File: config.mk
export PLATFORM = sky130hd
export DESIGN_NAME = fts_cfg_regs
export DESIGN_NICKNAME = d
export VERILOG_FILES = /design/src/rtl/fts_pkg.sv /design/src/rtl/fts_cfg_regs.sv
export SDC_FILE = /design/constraint.sdc
export NUM_CORES = 1
export LEC_CHECK = 0
export ABC_AREA = 1
export ABC_CLOCK_PERIOD_IN_PS = 2500
export BUFFER_PORTS_ARGS = -buffer_cell sky130_fd_sc_hd__buf_2
export CAP_MARGIN = 20
export CELL_PAD_IN_SITES_DETAIL_PLACEMENT = 1
export CELL_PAD_IN_SITES_GLOBAL_PLACEMENT = 1
export CORE_AREA = 2 2 76 78
export DETAILED_ROUTE_END_ITERATION = 6
export DIE_AREA = 0 0 78 80
export PLACE_DENSITY = 0.89
export SYNTH_ARGS = -nofsm -noshare
export SYNTH_HDL_FRONTEND = slang
export SYNTH_SLANG_ARGS = --single-unit
File: constraint.sdc
create_clock -name clk -period 2.5 [get_ports clk]
set_clock_uncertainty 0.15 [all_clocks]
set_input_delay 0.125 -clock clk [delete_from_list [all_inputs] [get_ports clk]]
set_output_delay 0.125 -clock clk [all_outputs]
set_load 0.05 [all_outputs]
File: src/rtl/fts_pkg.sv
// shared types, constants and arithmetic helpers for the finger drive block
`default_nettype none

package fts_pkg;

	localparam int FINGERS_DEF = 4;

	localparam int JW     = 26;
	localparam int CPL_W  = 24;
	localparam int DIV_W  = 20;
	localparam int SAT_W  = 28;
	localparam int PROD_W = 35;

	localparam int DIV_S = DIV_W + 3;
	localparam logic [DIV_S-2:0] DIV_M = (DIV_S-1)'((2 ** DIV_S) / 3);
	localparam logic [DIV_W:0] DIV_BIAS = (DIV_W+1)'(3 * (2 ** (DIV_W - 1)));
	localparam logic [DIV_W-1:0] DIV_HALF = DIV_W'(2 ** (DIV_W - 1));

	localparam logic [1:0] MODE_POS = 2'd0;
	localparam logic [1:0] MODE_VEL = 2'd1;
	localparam logic [1:0] MODE_TRQ = 2'd2;

	localparam logic [1:0] REG_MODE = 2'd0;
	localparam logic [1:0] REG_GAIN = 2'd1;
	localparam logic [1:0] REG_BRK  = 2'd2;
	localparam logic [1:0] REG_HOLD = 2'd3;

	localparam logic [1:0]  MODE_RST = MODE_VEL;
	localparam logic [15:0] GAIN_RST = 16'd26;
	localparam logic [14:0] BRK_RST  = 15'd5120;
	localparam logic [15:0] HOLD_RST = 16'd0;

	typedef struct packed {
		logic [1:0]         finger;
		logic signed [15:0] angle_inner;
		logic signed [15:0] angle_outer;
		logic signed [15:0] vel_inner;
		logic signed [15:0] vel_outer;
		logic signed [15:0] link_load;
		logic signed [15:0] command;
	} in_word_t;

	typedef struct packed {
		logic               out_kind;
		logic signed [15:0] drive_inner;
		logic signed [15:0] drive_outer;
	} out_word_t;

	typedef struct packed {
		logic [1:0]         control_mode;
		logic [15:0]        vel_gain;
		logic [14:0]        brk_torque;
		logic signed [15:0] hold_angle;
	} cfg_t;

	typedef struct packed {
		logic [1:0]            finger;
		logic                  spread;
		logic                  inner_past;
		logic signed [15:0]    angle_outer;
		logic signed [15:0]    link_load;
		logic signed [15:0]    command;
		logic signed [JW-1:0]  jterm;
		logic signed [DIV_W-1:0] third_inner;
		logic signed [CPL_W-1:0] couple;
	} mid_t;

	// nearest integer to y/3, by reciprocal multiply and one correction
	function automatic logic signed [DIV_W-1:0] div3_round(input logic signed [DIV_W-1:0] y);
		logic [DIV_W:0]         z;
		logic [DIV_W+DIV_S-1:0] p;
		logic [DIV_W-1:0]       q;
		logic [DIV_W:0]         r;
		z = (DIV_W+1)'(y) + (DIV_W+1)'(1) + DIV_BIAS;
		p = (DIV_W+DIV_S)'(z) * (DIV_W+DIV_S)'(DIV_M);
		q = p[DIV_W+DIV_S-1:DIV_S];
		r = z - ((DIV_W+1)'(q) * (DIV_W+1)'(3));
		if (r >= (DIV_W+1)'(3)) begin
			q = q + DIV_W'(1);
		end
		return signed'(q - DIV_HALF);
	endfunction

	function automatic logic signed [15:0] sat16(input logic signed [SAT_W-1:0] v);
		logic signed [SAT_W-1:0] hi;
		logic signed [SAT_W-1:0] lo;
		hi = SAT_W'(32767);
		lo = -SAT_W'(32768);
		if (v > hi) begin
			return 16'sh7fff;
		end else if (v < lo) begin
			return 16'sh8000;
		end
		return v[15:0];
	endfunction

endpackage

`default_nettype wire

File: src/rtl/fts_cfg_regs.sv
// configuration register bank
`default_nettype none

module fts_cfg_regs (
	input  wire logic         clk,
	input  wire logic         arst_n,
	input  wire logic         cfg_we,
	input  wire logic [1:0]   cfg_index,
	input  wire logic [15:0]  cfg_data,
	output fts_pkg::cfg_t     cfg
);
	import fts_pkg::*;

	cfg_t cfg_q;

	always_ff @(posedge clk or negedge arst_n) begin
		if (!arst_n) begin
			cfg_q.control_mode <= MODE_RST;
			cfg_q.vel_gain     <= GAIN_RST;
			cfg_q.brk_torque   <= BRK_RST;
			cfg_q.hold_angle   <= HOLD_RST;
		end else if (cfg_we) begin
			unique case (cfg_index)
				REG_MODE: cfg_q.control_mode <= cfg_data[1:0];
				REG_GAIN: cfg_q.vel_gain     <= cfg_data;
				REG_BRK:  cfg_q.brk_torque   <= cfg_data[14:0];
				REG_HOLD: cfg_q.hold_angle   <= signed'(cfg_data);
				default:  cfg_q.control_mode <= cfg_q.control_mode;
			endcase
		end
	end

	assign cfg = cfg_q;

endmodule

`default_nettype wire

Word-level counts from Yosys, hierarchy flattened:

Cells that the tools add are included.

* register bits after elaboration: 49
* output and inout bits: 49
* logic and storage cells: 12

* equal/unequal tests: 3
* reductions and logical operators: 5

Operators by type and width (number)
* $reduce_and 2->1: 4
* $eq 2x2->1 const B: 2
* $eq 2x1->1 const B: 1
* $logic_not 2->1: 1

Depth between registers and ports, before layout:

* depth after elaboration: 2
* depth in mapped cells: 6
* depth with buffers taken out: 4

Worst setup path after synthesis:

No wires, ideal clock.

* kind: flip-flop to flip-flop
* start point: register cfg[32] (netlist name)
* end point: register cfg_q, in the netlist cfg[32]
* library setup time: 0.061 ns
* data arrival time: 0.801 ns
* slack: 1.488 ns
* cell stages (with the launch flop): 3
* path through: dfstp_2 nand2_1 nand2_1

RTL lines
* to (decl): line fts_cfg_regs.sv:14 `cfg_t cfg_q;`

Worst setup path in the final report:

* start point: register cfg_q, in the netlist cfg[35]
* end point: output port cfg[35] in the netlist's numbering

RTL lines
* to (decl): line fts_cfg_regs.sv:10 `output fts_pkg::cfg_t cfg`

No word-level cell between the ends.

==> flow_summary.json <==
{
  "synthFlopType": "dfrtp_1",
  "synth-seq-cells": 49,
  "grt_max_degree": 37,
  "synthToLayoutAreaGrowth_pct": 26.7,
  "synth_cell_type_count": 13,
  "synth_top_area_cell": "dfrtp_1",
  "cts_resized": 0,
  "worstSetupEndpointType": "output pin",
  "netlist_area_um2": 2120,
  "cp.required_ns": 2.23,
  "post_cts_buffers": 0,
  "synth_area_leaders": "dfrtp_1 51%, nand2_1 18%, nand4_1 14%",
  "yosysSeqAreaShare": 0.583,
  "synth_edf_count": 0,
  "final_cell_area_um2": 2680,
  "largest_register_ffs": 49,
  "min_period_ns": 1.37,
  "wl_per_cell_um": 16.3,
  "syn_area_per_cell_um2": 9.54,
  "cp_slowest_cell": "dfstp_2",
  "finalMaxSlewViolations": 0,
  "final_layout_size_suffix_gt1_frac": 0.291,
  "grt_pass1_wl_mm": 9.96,
  "cts_sinks": 49,
  "fmax_ghz": 0.729,
  "outcome": "finished, final reports clean",
  "worst_slew_pin_slew_ns": 0.719,
  "crit_path_start_kind": "flop",
  "netlist_instances": 222,
  "root_buffer": "clkbuf_8",
  "final-setup-viol-count": 0,
  "crit_family": "flip-flops",
  "cts_hold_buf": 17,
  "p_leak_nw": 1.45,
  "synthTopCellsByCount": "99 x nand2_1, 47 x nand4_1, 43 x dfrtp_1",
  "yosys_warnings": 0,
  "power_density_nw_per_um2": 854,
  "die_x_um": 78,
  "rsz0062_at_grt": "no",
  "hold_viol_final": 0,
  "utilization": 0.496,
  "cp.arrival_ns": 1.10,
  "cts_tree": "yes",
  "routed_wl_mm": 6.03,
  "path_cells": "buf_2",
  "grt_overflow_total": 0,
  "ios": 70,
  "routed-via-count": 1906,
  "path_class": "flop to output pin",
  "hold_ws_ns": 0.170,
  "port_buffers": 69,
  "async_flop_share": 1.00,
  "rows": 27,
  "ir_worst_vdd_v": 0.000326,
  "critPathMaxFanout": 2,
  "grt_pass1_vias": 1944,
  "antenna_found_initial": 0,
  "postRouteAntennaNets": 0,
  "floorplan.initialDensity": 0.392,
  "tns_ns": 0,
  "synth_top_cell_area_share": 0.508,
  "core_area_um2": 5410,
  "cts_made_buffers": 5,
  "dieArea_um2": 6240,
  "clk_path_buf_depth": 2,
  "relSlewSlack": 0.521,
  "yosysMostFrequentCell": "nand2_1",
  "dieHeight_um": 80,
  "path_clk_slew_ns": 0.08,
  "timing.final.crit_share": 0.549,
  "antenna-diode-count": 0,
  "final_net_count": 319,
  "vias_per_cell": 5.14,
  "drt_iter0_markers": 122,
  "syn_nets": 243,
  "dp_hpwl_mm": 4.01,
  "dr.pass1.iters": 4,
  "grt_use_total": 0.208,
  "slowest_delay_ns": 0.54,
  "drc": 0,
  "hold_path_class": "primary input to async pin",
  "cts_max_level": 2,
  "path_buf_inv": 1,
  "drv_cap": 0,
  "clock_latency_ns": 0.30,
  "dpl_cell_area_um2": 2430,
  "gp_congestion": 0.781
}
placed cells by master, fill, tap and decap left out, types with 2 or more instances in the layout:
master	n
dfstp_2	6
dlygate4sd3_1	17
clkbuf_1	3
buf_2	69
nand2_1	99
nand3_1	2
nand3_4	3
nand4_1	47
buf_4	2
clkbuf_8	5
dfrtp_1	43
path summary, 6_finish.rpt:
path	from	to	slack (ns)	cells after the start
max	cfg[35]$_DFFE_PN1P_	cfg[35]	1.13	1
min	arst_n	cfg[1]$_DFFE_PN0P_	0.17	2
max in group asynchronous	arst_n	cfg[26]$_DFFE_PN1P_	1.23	3
min in group clk	cfg_we	cfg[26]$_DFFE_PN1P_	0.24	3
min reg2reg	cfg[26]$_DFFE_PN1P_	cfg[26]$_DFFE_PN1P_	0.31	2
max reg2reg	cfg[34]$_DFFE_PN1P_	cfg[34]$_DFFE_PN1P_	1.63	2
area by class of cell:
cell class | count | area (µm²)
Fill cell | 646 | 2720
Sequential cell | 49 | 1230
Multi-Input combinational cell | 152 | 732
Timing Repair Buffer | 88 | 531
Tap cell | 72 | 90.1
Clock buffer | 8 | 80.1
Inverter | 2 | 15.0
cell families after synthesis:
group	synth area share
AND/OR/NAND/NOR	0.346
flip-flops	0.583
buffers and inverters	0.0715
routing by layer:
metal | track usage | part of all wire | vias up
met2 | 0.329 | 0.49 | 58
met5 | 0 | 0 | -
li1 | - | - | 905
met1 | 0.282 | 0.44 | 931
met3 | 0.0373 | 0.050 | 12
met4 | 0.0842 | 0.021 | 0
through the flow:
step                worst slack, ns  total power [mW]  cells
finish                         1.13              2.29    371
global route                   1.09              2.40    371
CTS                            1.12              2.30    371
detailed placement            0.986              1.83    346
global placement               1.07              1.81    346
floorplan                      1.49              1.62    222
power breakdown:
part / switching [mW] / internal, mW / total (mW)
logic: 0.663 / 0.175 / 0.839
clock network: 0.251 / 0.199 / 0.450
registers: 0.0719 / 0.929 / 1.00
(Power assumes the default switching activity.)
